===== config.mk =====
export PLATFORM = sky130hd
export DESIGN_NAME = level_meter_bargraph_core
export DESIGN_NICKNAME = d
export VERILOG_FILES = /design/src/rtl/core/lvm_pkg.sv /design/src/rtl/core/lvm_deflect.sv /design/src/rtl/core/lvm_lane.sv /design/src/rtl/core/level_meter_bargraph_core.sv
export SDC_FILE = /design/constraint.sdc
export NUM_CORES = 2
export LEC_CHECK = 0
export CAP_MARGIN = 20
export CORE_AREA = 5 5 528 269
export CTS_CLUSTER_DIAMETER = 100
export DETAILED_ROUTE_END_ITERATION = 6
export DIE_AREA = 0 0 533 274
export DONT_BUFFER_PORTS = 1
export PLACE_DENSITY_LB_ADDON = 0.08
export SETUP_SLACK_MARGIN = 0.05
export SYNTH_ARGS = -nofsm -noshare
export SYNTH_HDL_FRONTEND = slang
export SYNTH_SLANG_ARGS = --single-unit

===== constraint.sdc =====
create_clock -name clk -period 18.4 [get_ports clk]
set_clock_uncertainty 0.05 [all_clocks]
set_input_delay 0.92 -clock clk [delete_from_list [all_inputs] [get_ports clk]]
set_output_delay 0.92 -clock clk [all_outputs]
set_load 0.02 [all_outputs]

===== src/rtl/core/lvm_pkg.sv =====
// Level meter bar graph: shared types, field widths and constants.
// No dependencies; imported by every module of the core.
package lvm_pkg;

  localparam int DB_W        = 16;
  localparam int DEFL_W      = 17;
  localparam int OUT_W       = 10;
  localparam int BAR_W       = 10;
  localparam int CFG_ADDR_W  = 2;
  localparam int CFG_DATA_W  = 16;
  localparam int IN_TDATA_W  = 16;
  localparam int OUT_TDATA_W = 48;

  // output tdata field offsets
  localparam int OUT_NORMAL_LSB  = 0;
  localparam int OUT_WARN_LSB    = 10;
  localparam int OUT_OVER_LSB    = 20;
  localparam int OUT_PEAK_LSB    = 30;
  localparam int OUT_VISIBLE_BIT = 40;

  // register indexes
  localparam logic [CFG_ADDR_W-1:0] CFG_LOWER_DB   = 2'd0;
  localparam logic [CFG_ADDR_W-1:0] CFG_UPPER_DB   = 2'd1;
  localparam logic [CFG_ADDR_W-1:0] CFG_WARN_DB    = 2'd2;
  localparam logic [CFG_ADDR_W-1:0] CFG_BAR_LENGTH = 2'd3;

  localparam logic signed [DB_W-1:0] LOWER_DB_RST = -16'sd17920;
  localparam logic signed [DB_W-1:0] UPPER_DB_RST = 16'sd1536;
  localparam logic signed [DB_W-1:0] WARN_DB_RST  = -16'sd1536;
  localparam logic [BAR_W-1:0]       BAR_LEN_RST  = 10'd98;

  // 100 percent deflection in 1/256 percent
  localparam logic [DEFL_W-1:0] FULL_SCALE = 17'd25600;

  // IEC scale segment boundaries in 1/256 dB
  localparam logic signed [DB_W-1:0] SEG_70_DB = -16'sd17920;
  localparam logic signed [DB_W-1:0] SEG_60_DB = -16'sd15360;
  localparam logic signed [DB_W-1:0] SEG_50_DB = -16'sd12800;
  localparam logic signed [DB_W-1:0] SEG_40_DB = -16'sd10240;
  localparam logic signed [DB_W-1:0] SEG_30_DB = -16'sd7680;
  localparam logic signed [DB_W-1:0] SEG_20_DB = -16'sd5120;

  typedef enum logic [2:0] {
    ST_IDLE,
    ST_DEFL,
    ST_SETUP,
    ST_RUN,
    ST_OUT
  } state_t;

  typedef enum logic [1:0] {
    MODE_ZERO,
    MODE_FULL,
    MODE_RUN
  } lane_mode_t;

  typedef struct packed {
    logic load;
    logic step;
    logic len_bit;
  } lane_ctl_t;

endpackage


===== src/rtl/core/lvm_deflect.sv =====
// Level meter bar graph: IEC seven-segment dB to deflection mapping.
// Combinational; depends on lvm_pkg.
module lvm_deflect (
  input  logic signed [lvm_pkg::DB_W-1:0] level_db,
  output logic [lvm_pkg::DEFL_W-1:0]      defl
);
  import lvm_pkg::*;

  logic [18:0] dx;
  logic [18:0] u1, u2, u3, u4, u5, u6;
  logic [18:0] m3, m4, m6;
  logic [18:0] res;

  always_comb begin
    dx  = {{3{level_db[DB_W-1]}}, level_db};
    u1  = dx + 19'd17920;
    u2  = dx + 19'd15360;
    u3  = dx + 19'd12800;
    u4  = dx + 19'd10240;
    u5  = dx + 19'd7680;
    u6  = dx + 19'd5120;
    m3  = u3 + (u3 << 1);
    m4  = u4 + (u4 << 1);
    m6  = u6 + (u6 << 2);
    priority if (level_db < SEG_70_DB) begin
      res = 19'd0;
    end else if (level_db < SEG_60_DB) begin
      res = u1 >> 2;
    end else if (level_db < SEG_50_DB) begin
      res = (u2 >> 1) + 19'd640;
    end else if (level_db < SEG_40_DB) begin
      res = (m3 >> 2) + 19'd1920;
    end else if (level_db < SEG_30_DB) begin
      res = (m4 >> 1) + 19'd3840;
    end else if (level_db < SEG_20_DB) begin
      res = (u5 << 1) + 19'd7680;
    end else begin
      res = (m6 >> 1) + 19'd12800;
    end
    defl = res[DEFL_W-1:0];
  end

endmodule


===== src/rtl/core/lvm_lane.sv =====
// Level meter bar graph: bit-serial scaler, floor(len * num / range),
// one bit of len per cycle, MSB first, quotient digit 0..2.
// Depends on lvm_pkg.
module lvm_lane #(
  parameter int LENGTH_BITS = 10
) (
  input  logic                       clk,
  input  logic                       rst_n,
  input  lvm_pkg::lane_ctl_t         ctl,
  input  lvm_pkg::lane_mode_t        mode,
  input  logic [lvm_pkg::DEFL_W-1:0] num,
  input  logic [lvm_pkg::DEFL_W-1:0] range,
  input  logic [LENGTH_BITS-1:0]     len,
  output logic [LENGTH_BITS-1:0]     q
);
  import lvm_pkg::*;

  logic                   run_r;
  logic [DEFL_W-1:0]      num_r;
  logic [DEFL_W-1:0]      rem_r;
  logic [LENGTH_BITS-1:0] q_r;

  logic [DEFL_W+1:0]      trial;
  logic [DEFL_W+1:0]      rng1;
  logic [DEFL_W+1:0]      rng2;
  logic [DEFL_W+1:0]      rem_full;
  logic [1:0]             digit;
  logic [DEFL_W-1:0]      rem_nxt;
  logic [LENGTH_BITS-1:0] q_nxt;

  always_comb begin
    trial = {1'b0, rem_r, 1'b0} + (ctl.len_bit ? {2'b00, num_r} : '0);
    rng1  = {2'b00, range};
    rng2  = {1'b0, range, 1'b0};
    priority if (trial >= rng2) begin
      digit    = 2'd2;
      rem_full = trial - rng2;
    end else if (trial >= rng1) begin
      digit    = 2'd1;
      rem_full = trial - rng1;
    end else begin
      digit    = 2'd0;
      rem_full = trial;
    end
    rem_nxt = rem_full[DEFL_W-1:0];
    q_nxt   = (q_r << 1) + LENGTH_BITS'(digit);
  end

  always_ff @(posedge clk) begin
    if (!rst_n) begin
      run_r <= 1'b0;
    end else if (ctl.load) begin
      run_r <= (mode == MODE_RUN);
    end
  end

  always_ff @(posedge clk) begin
    if (ctl.load) begin
      num_r <= num;
      rem_r <= '0;
      q_r   <= (mode == MODE_FULL) ? len : '0;
    end else if (ctl.step && run_r) begin
      rem_r <= rem_nxt;
      q_r   <= q_nxt;
    end
  end

  assign q = q_r;

endmodule


===== src/rtl/core/level_meter_bargraph_core.sv =====
// A level item passes through ST_DEFL, ST_SETUP, ST_RUN and ST_OUT to out_tvalid;
// the core takes no new item until the result is loaded into the output register.
// ST_RUN is paced by the bit-serial scaler lanes that take one bit of the bar length
// per cycle. A peak-reset item is taken only in idle and gives no output.
// Reset (rst_n low, synchronous): peak hold cleared, registers to defaults,
// output empty. Depends on lvm_pkg, lvm_deflect and lvm_lane.
module level_meter_bargraph_core #(
  parameter int LENGTH_BITS = 10
) (
  input  logic                                clk,
  input  logic                                rst_n,
  // config write port
  input  logic                                cfg_we,
  input  logic [lvm_pkg::CFG_ADDR_W-1:0]      cfg_addr,
  input  logic [lvm_pkg::CFG_DATA_W-1:0]      cfg_wdata,
  // input stream
  input  logic                                in_tvalid,
  output logic                                in_tready,
  input  logic [lvm_pkg::IN_TDATA_W-1:0]      in_tdata,   // [15:0] level_db
  input  logic                                in_tuser,   // [0] operation
  // result stream
  output logic                                out_tvalid,
  input  logic                                out_tready,
  // [9:0] normal_end, [19:10] warning_end, [29:20] over_end,
  // [39:30] peak_position, [40] peak_visible, [47:41] zero
  output logic [lvm_pkg::OUT_TDATA_W-1:0]     out_tdata
);
  import lvm_pkg::*;

  localparam int CNT_W   = $clog2(LENGTH_BITS);
  localparam int N_LANES = 4;

  // config registers
  logic signed [DB_W-1:0] lower_db_r, upper_db_r, warn_db_r;
  logic [BAR_W-1:0]       bar_length_r;

  state_t                 state_r, state_nxt;
  logic signed [DB_W-1:0] lvl_r;
  logic [DEFL_W-1:0]      lo_r, hi_r, v_r, w_r;
  logic [DEFL_W-1:0]      peak_r, peak_nxt;
  logic [DEFL_W-1:0]      range_r;
  logic [LENGTH_BITS-1:0] len_r;
  logic [CNT_W-1:0]       cnt_r;
  logic                   pv_r;
  logic                   out_tvalid_r;
  logic [OUT_TDATA_W-1:0] out_tdata_r;

  logic                   in_acc;
  logic                   out_load;
  logic signed [DB_W-1:0] lvl_raise, lvl_clamp;
  logic [DEFL_W-1:0]      lo_d, hi_d, v_d, w_d;
  logic                   range_ok;
  logic [LENGTH_BITS+BAR_W-1:0] len_ext;
  lane_ctl_t              lane_ctl;
  logic [DEFL_W-1:0]      lane_x   [N_LANES];
  lane_mode_t             lane_mode[N_LANES];
  logic [DEFL_W-1:0]      lane_num [N_LANES];
  logic [LENGTH_BITS-1:0] lane_q   [N_LANES];
  logic [OUT_W+LENGTH_BITS-1:0] q_ext [N_LANES];

  // config port
  always_ff @(posedge clk) begin
    if (!rst_n) begin
      lower_db_r   <= LOWER_DB_RST;
      upper_db_r   <= UPPER_DB_RST;
      warn_db_r    <= WARN_DB_RST;
      bar_length_r <= BAR_LEN_RST;
    end else if (cfg_we) begin
      unique case (cfg_addr)
        CFG_LOWER_DB:   lower_db_r   <= cfg_wdata;
        CFG_UPPER_DB:   upper_db_r   <= cfg_wdata;
        CFG_WARN_DB:    warn_db_r    <= cfg_wdata;
        CFG_BAR_LENGTH: bar_length_r <= cfg_wdata[BAR_W-1:0];
        default: ;
      endcase
    end
  end

  assign in_acc   = in_tvalid && in_tready;
  assign out_load = (state_r == ST_OUT) && (!out_tvalid_r || out_tready);

  // clamp: raise to lower, then lower to upper
  always_comb begin
    lvl_raise = ($signed(in_tdata) < lower_db_r) ? lower_db_r : $signed(in_tdata);
    lvl_clamp = (lvl_raise > upper_db_r) ? upper_db_r : lvl_raise;
  end

  lvm_deflect u_defl_lo (.level_db(lower_db_r), .defl(lo_d));
  lvm_deflect u_defl_hi (.level_db(upper_db_r), .defl(hi_d));
  lvm_deflect u_defl_v  (.level_db(lvl_r),      .defl(v_d));
  lvm_deflect u_defl_w  (.level_db(warn_db_r),  .defl(w_d));

  // next state
  always_comb begin
    state_nxt = state_r;
    unique case (state_r)
      ST_IDLE:  if (in_acc && !in_tuser) state_nxt = ST_DEFL;
      ST_DEFL:  state_nxt = ST_SETUP;
      ST_SETUP: state_nxt = ST_RUN;
      ST_RUN:   if (cnt_r == '0) state_nxt = ST_OUT;
      ST_OUT:   if (out_load) state_nxt = ST_IDLE;
      default:  state_nxt = ST_IDLE;
    endcase
  end

  // outputs of the sequencer
  always_comb begin
    in_tready        = 1'b0;
    lane_ctl.load    = 1'b0;
    lane_ctl.step    = 1'b0;
    lane_ctl.len_bit = len_r[cnt_r];
    unique case (state_r)
      ST_IDLE:  in_tready     = 1'b1;
      ST_SETUP: lane_ctl.load = 1'b1;
      ST_RUN:   lane_ctl.step = 1'b1;
      default: ;
    endcase
  end

  always_ff @(posedge clk) begin
    if (!rst_n) begin
      state_r <= ST_IDLE;
    end else begin
      state_r <= state_nxt;
    end
  end

  // peak hold
  assign peak_nxt = (v_r > peak_r) ? ((v_r > hi_r) ? hi_r : v_r) : peak_r;

  always_ff @(posedge clk) begin
    if (!rst_n) begin
      peak_r <= '0;
    end else if (in_acc && in_tuser) begin
      peak_r <= '0;
    end else if (state_r == ST_SETUP) begin
      peak_r <= peak_nxt;
    end
  end

  // lane operands
  assign range_ok = (hi_r > lo_r);
  assign len_ext  = {{LENGTH_BITS{1'b0}}, bar_length_r};

  always_comb begin
    lane_x[0] = (v_r < w_r) ? v_r : w_r;
    lane_x[1] = ((v_r < w_r) || (v_r <= FULL_SCALE)) ? v_r : FULL_SCALE;
    lane_x[2] = v_r;
    lane_x[3] = peak_nxt;
    for (int i = 0; i < N_LANES; i++) begin
      lane_num[i] = lane_x[i] - lo_r;
      if (!range_ok || (lane_x[i] <= lo_r)) begin
        lane_mode[i] = MODE_ZERO;
      end else if (lane_x[i] >= hi_r) begin
        lane_mode[i] = MODE_FULL;
      end else begin
        lane_mode[i] = MODE_RUN;
      end
    end
  end

  always_ff @(posedge clk) begin
    if (in_acc) begin
      lvl_r <= lvl_clamp;
    end
    if (state_r == ST_DEFL) begin
      lo_r <= lo_d;
      hi_r <= hi_d;
      v_r  <= v_d;
      w_r  <= w_d;
    end
    if (state_r == ST_SETUP) begin
      range_r <= hi_r - lo_r;
      len_r   <= len_ext[LENGTH_BITS-1:0];
      cnt_r   <= CNT_W'(LENGTH_BITS - 1);
      pv_r    <= range_ok && (peak_nxt > lo_r);
    end else if (state_r == ST_RUN) begin
      cnt_r <= cnt_r - 1'b1;
    end
  end

  for (genvar g = 0; g < N_LANES; g++) begin : g_lane
    lvm_lane #(.LENGTH_BITS(LENGTH_BITS)) u_lane (
      .clk   (clk),
      .rst_n (rst_n),
      .ctl   (lane_ctl),
      .mode  (lane_mode[g]),
      .num   (lane_num[g]),
      .range (range_r),
      .len   (len_ext[LENGTH_BITS-1:0]),
      .q     (lane_q[g])
    );
    assign q_ext[g] = {{OUT_W{1'b0}}, lane_q[g]};
  end

  // output register
  always_ff @(posedge clk) begin
    if (!rst_n) begin
      out_tvalid_r <= 1'b0;
    end else if (out_load) begin
      out_tvalid_r <= 1'b1;
    end else if (out_tready) begin
      out_tvalid_r <= 1'b0;
    end
  end

  always_ff @(posedge clk) begin
    if (out_load) begin
      out_tdata_r <= {7'd0, pv_r,
                      q_ext[3][OUT_W-1:0], q_ext[2][OUT_W-1:0],
                      q_ext[1][OUT_W-1:0], q_ext[0][OUT_W-1:0]};
    end
  end

  assign out_tvalid = out_tvalid_r;
  assign out_tdata  = out_tdata_r;

endmodule


==> metrics <==
fin util 0.376; Syn Std Cell Area roughly 48000 um^2; number of flops mapped to enable cells by yosys 261; Port-buffer cells 0; Synth Warn # 0; fin crit share 0.414; largest net degree at the start of global routing 86; critical path startpoint category register; Rows 96; Num CTS Buffers 50; Clk Tree Root Cell clkbuf_16; IO Count 90; most common cell after layout, fill and taps aside ha_1; area delta synth->final 7.87%; WP buf/inv 2; worst skew pair latency 650 ps; hpwl dp 136 mm; final WL between 150 and 200 mm; vias in the first global route roughly 42000; Max Root-Sink Buffers 3; Post-CTS Resized 0; syn_area_per_cell 8.32 um^2; final setup fails 0; layout cells sized above 1 0.0559; ys async rst share 0; aggregate global routing overflow 0; WP data arrival roughly 8000 ps; remaining antenna violation count 0; Synth Register Bits about 420; Rel. slew slack 0.227; Max Transition Viols Final 0; global-route wire length before repair about 260 mm; Pwr Total between 6000 and 7000 uW; status finished, final reports clean; clock slew at the register clock pins of the worst setup and hold paths roughly 70 ps; r2r worst-path depth 29; routed vias/inst 5.75; CTS tree done; slowest CP cell mux4_2; wire length per cell between 20 and 25 um; fmax 0.131 GHz; Max IR drop VDD 65.4 uV; ys flop type edfxtp_1; H-tree levels 2; Final Non-Filler Cells between 7000 and 8000; synth unique cells a little over 100; pwr dens 129 nW/um^2; Worst Hold Class in2reg; placed cells 7394; fill cell count between 10000 and 15000; register area 10900 um^2; Leak Pwr 0.0213 uW; via count 43100; Final Hold Vio Count 0; R2R Path End g_lane[1].u_lane.q[7]; TritonRoute pass-1 iters 6; DIE WIDTH 533 um; Die Ht 274 um; register area share after synthesis 0.230; WHS Endpoint bar_length_r[5]; clock sinks 416; hold buffer count at CTS 0; cell count after synthesis between 5000 and 6000; Initial DRC Count 3441; Remaining DRCs 0; Tightest Pin Transition 1160 ps; worst hold start cfg_wdata[5]; initial antenna violation count 6; hold_ws 373 ps; CP Class reg2reg; minimum clock period roughly 7600 ps; most frequent CP cell ha_1; crit-path leading delay family compound AO/OA/AOI/OAI gates; Die ar. 146000 um^2; most frequent cells in the layout ha_1 (641), nand2_1 (526), a21oi_1 (415), nor2_1 (374), xnor2_1 (365); R2R Setup Slk 10790 ps; core area 136000 um^2; multi-input logic area 34700 um^2; Total GRT Usage 0.228; Hold Path Depth 2; Post-CTS Setup Bufs 0; RSZ-0062 raised after global routing false; CP required 18760 ps; CP endpoint kind register; Worst R2R Start cnt_r[0]; Worst path max stage delay between 500 and 600 ps; starting density of the core 0.348; final layout net count 6339; Max Cap Viol 0; RD Place Congestion 0.942; critical path fanouts, max 71; setup TNS 0 ps
-- routing by layer --
layer	vias to the layer above	global-route usage	share of wire
li1	20900	-	-
met1	20700	0.328	0.49
met2	1224	0.349	0.42
met3	202	0.0420	0.066
met4	2	0.0602	0.026
met5	-	0	0.000081
-- flip-flops by register name, indices dropped and copies added (netlist names), 4 cells and up --
register / count
g_lane.u_lane.rem_r: 68
v_r: 17
lvl_r: 16
w_r: 17
lo_r: 17
warn_db_r: 16
upper_db_r: 16
len_r: 10
g_lane.u_lane.num_r: 68
g_lane.u_lane.run_r: 4
g_lane.u_lane.q: 40
bar_length_r: 10
hi_r: 17
lower_db_r: 16
cnt_r: 4
range_r: 17
peak_r: 17
out_tdata: 41
-- worst reg2reg max path: cells and delay by family, from the launching register on --
family                   cells  cell delay, ps
AO/OA/AOI/OAI               13            2800
XOR/XNOR                     2             360
adder cells (fa/ha/maj)      5            1440
buffers and inverters        2             570
flip-flops                   1             500
multiplexers                 1             540
AND/OR/NAND/NOR              6            1100
-- cell families (layout without fill, tap and decap cells) --
| kind of cell | after synthesis | in the layout | synth area share |
|---|---|---|---|
| adders and majority gates | 666 | 666 | 0.179 |
| other | 1 | 9 | 0.0000789 |
| buffers and inverters | 507 | 461 | 0.0412 |
| muxes | 139 | 139 | 0.0321 |
| AOI/OAI and AO/OA | 1737 | 1737 | 0.242 |
| DFF | 416 | 416 | 0.230 |
| and+or+nand+nor | 1703 | 1703 | 0.174 |
| xor gates and xnor gates | 546 | 546 | 0.101 |
-- worst max-delay path by stage --
stage | from | end | slack, ps | cells after the start
floorplan | cnt_r[0] | g_lane[1].u_lane.q[7] | 11730 | 30
global placement | cnt_r[0] | g_lane[0].u_lane.q[7] | 10840 | 29
detailed placement | cnt_r[0] | g_lane[0].u_lane.q[7] | 10810 | 29
CTS | cnt_r[0] | g_lane[0].u_lane.q[7] | 10780 | 29
global route | cnt_r[0] | g_lane[0].u_lane.q[7] | 10370 | 29
finish | cnt_r[0] | g_lane[1].u_lane.q[7] | 10790 | 29
-- metrics by stage --
step	cell area, um^2	setup WS [ps]
2_1_floorplan	47600	11730
3_3_place_gp	49500	10840
3_5_place_dp	49500	10810
4_1_cts	51300	10780
5_1_grt	51300	10370
6_report	51300	10790
-- synth_stat cells (all sizes together) (20+ instances only) --
cell / n / share of area
a31o: 22 / 0.0041
or2: 31 / 0.0041
dfxtp: 155 / 0.065
inv: 305 / 0.024
nand2b: 75 / 0.0099
mux2i: 51 / 0.011
nand4: 62 / 0.0082
mux2: 86 / 0.020
edfxtp: 261 / 0.16
a311oi: 20 / 0.0038
nor2: 374 / 0.030
or3: 23 / 0.0030
a211o: 20 / 0.0037
a211oi: 82 / 0.013
nand2: 526 / 0.042
xor2: 179 / 0.033
a21oi: 416 / 0.044
nor4: 32 / 0.0047
a21boi: 69 / 0.011
o21bai: 51 / 0.0081
fa: 25 / 0.011
ha: 641 / 0.17
o21ai: 355 / 0.038
nand3: 152 / 0.016
o211ai: 111 / 0.018
xnor2: 365 / 0.067
o22ai: 38 / 0.0050
o21a: 80 / 0.013
a21o: 165 / 0.026
o31ai: 35 / 0.0057
buf: 40 / 0.0043
nor3b: 21 / 0.0033
nor2b: 84 / 0.011
nor3: 114 / 0.012
a31oi: 51 / 0.0067
and3: 54 / 0.0072
and2: 98 / 0.013
clkbuf: 153 / 0.012
-- final cells by class --
cell class	count	share of cell area
clock buffer	55	0.0252
clock inverter	39	0.00888
antenna	2	0.0000976
timing repair buffer	53	0.00822
tap	1813	0.0442
multi-input combinational	4798	0.677
sequential	416	0.213
inverter	314	0.0231
-- where the power goes --
group / leakage [uW] / total (uW) / internal [uW] / switching, uW
Sequential: 0.00367 / 1340 / 1190 / 148
Clock: 0.000839 / 1090 / 605 / 480
Combinational: 0.0168 / 4180 / 1650 / 2520
Total: 0.0213 / 6600 / 3450 / 3150
No activity file was read; power rests on OpenSTA's default activity.
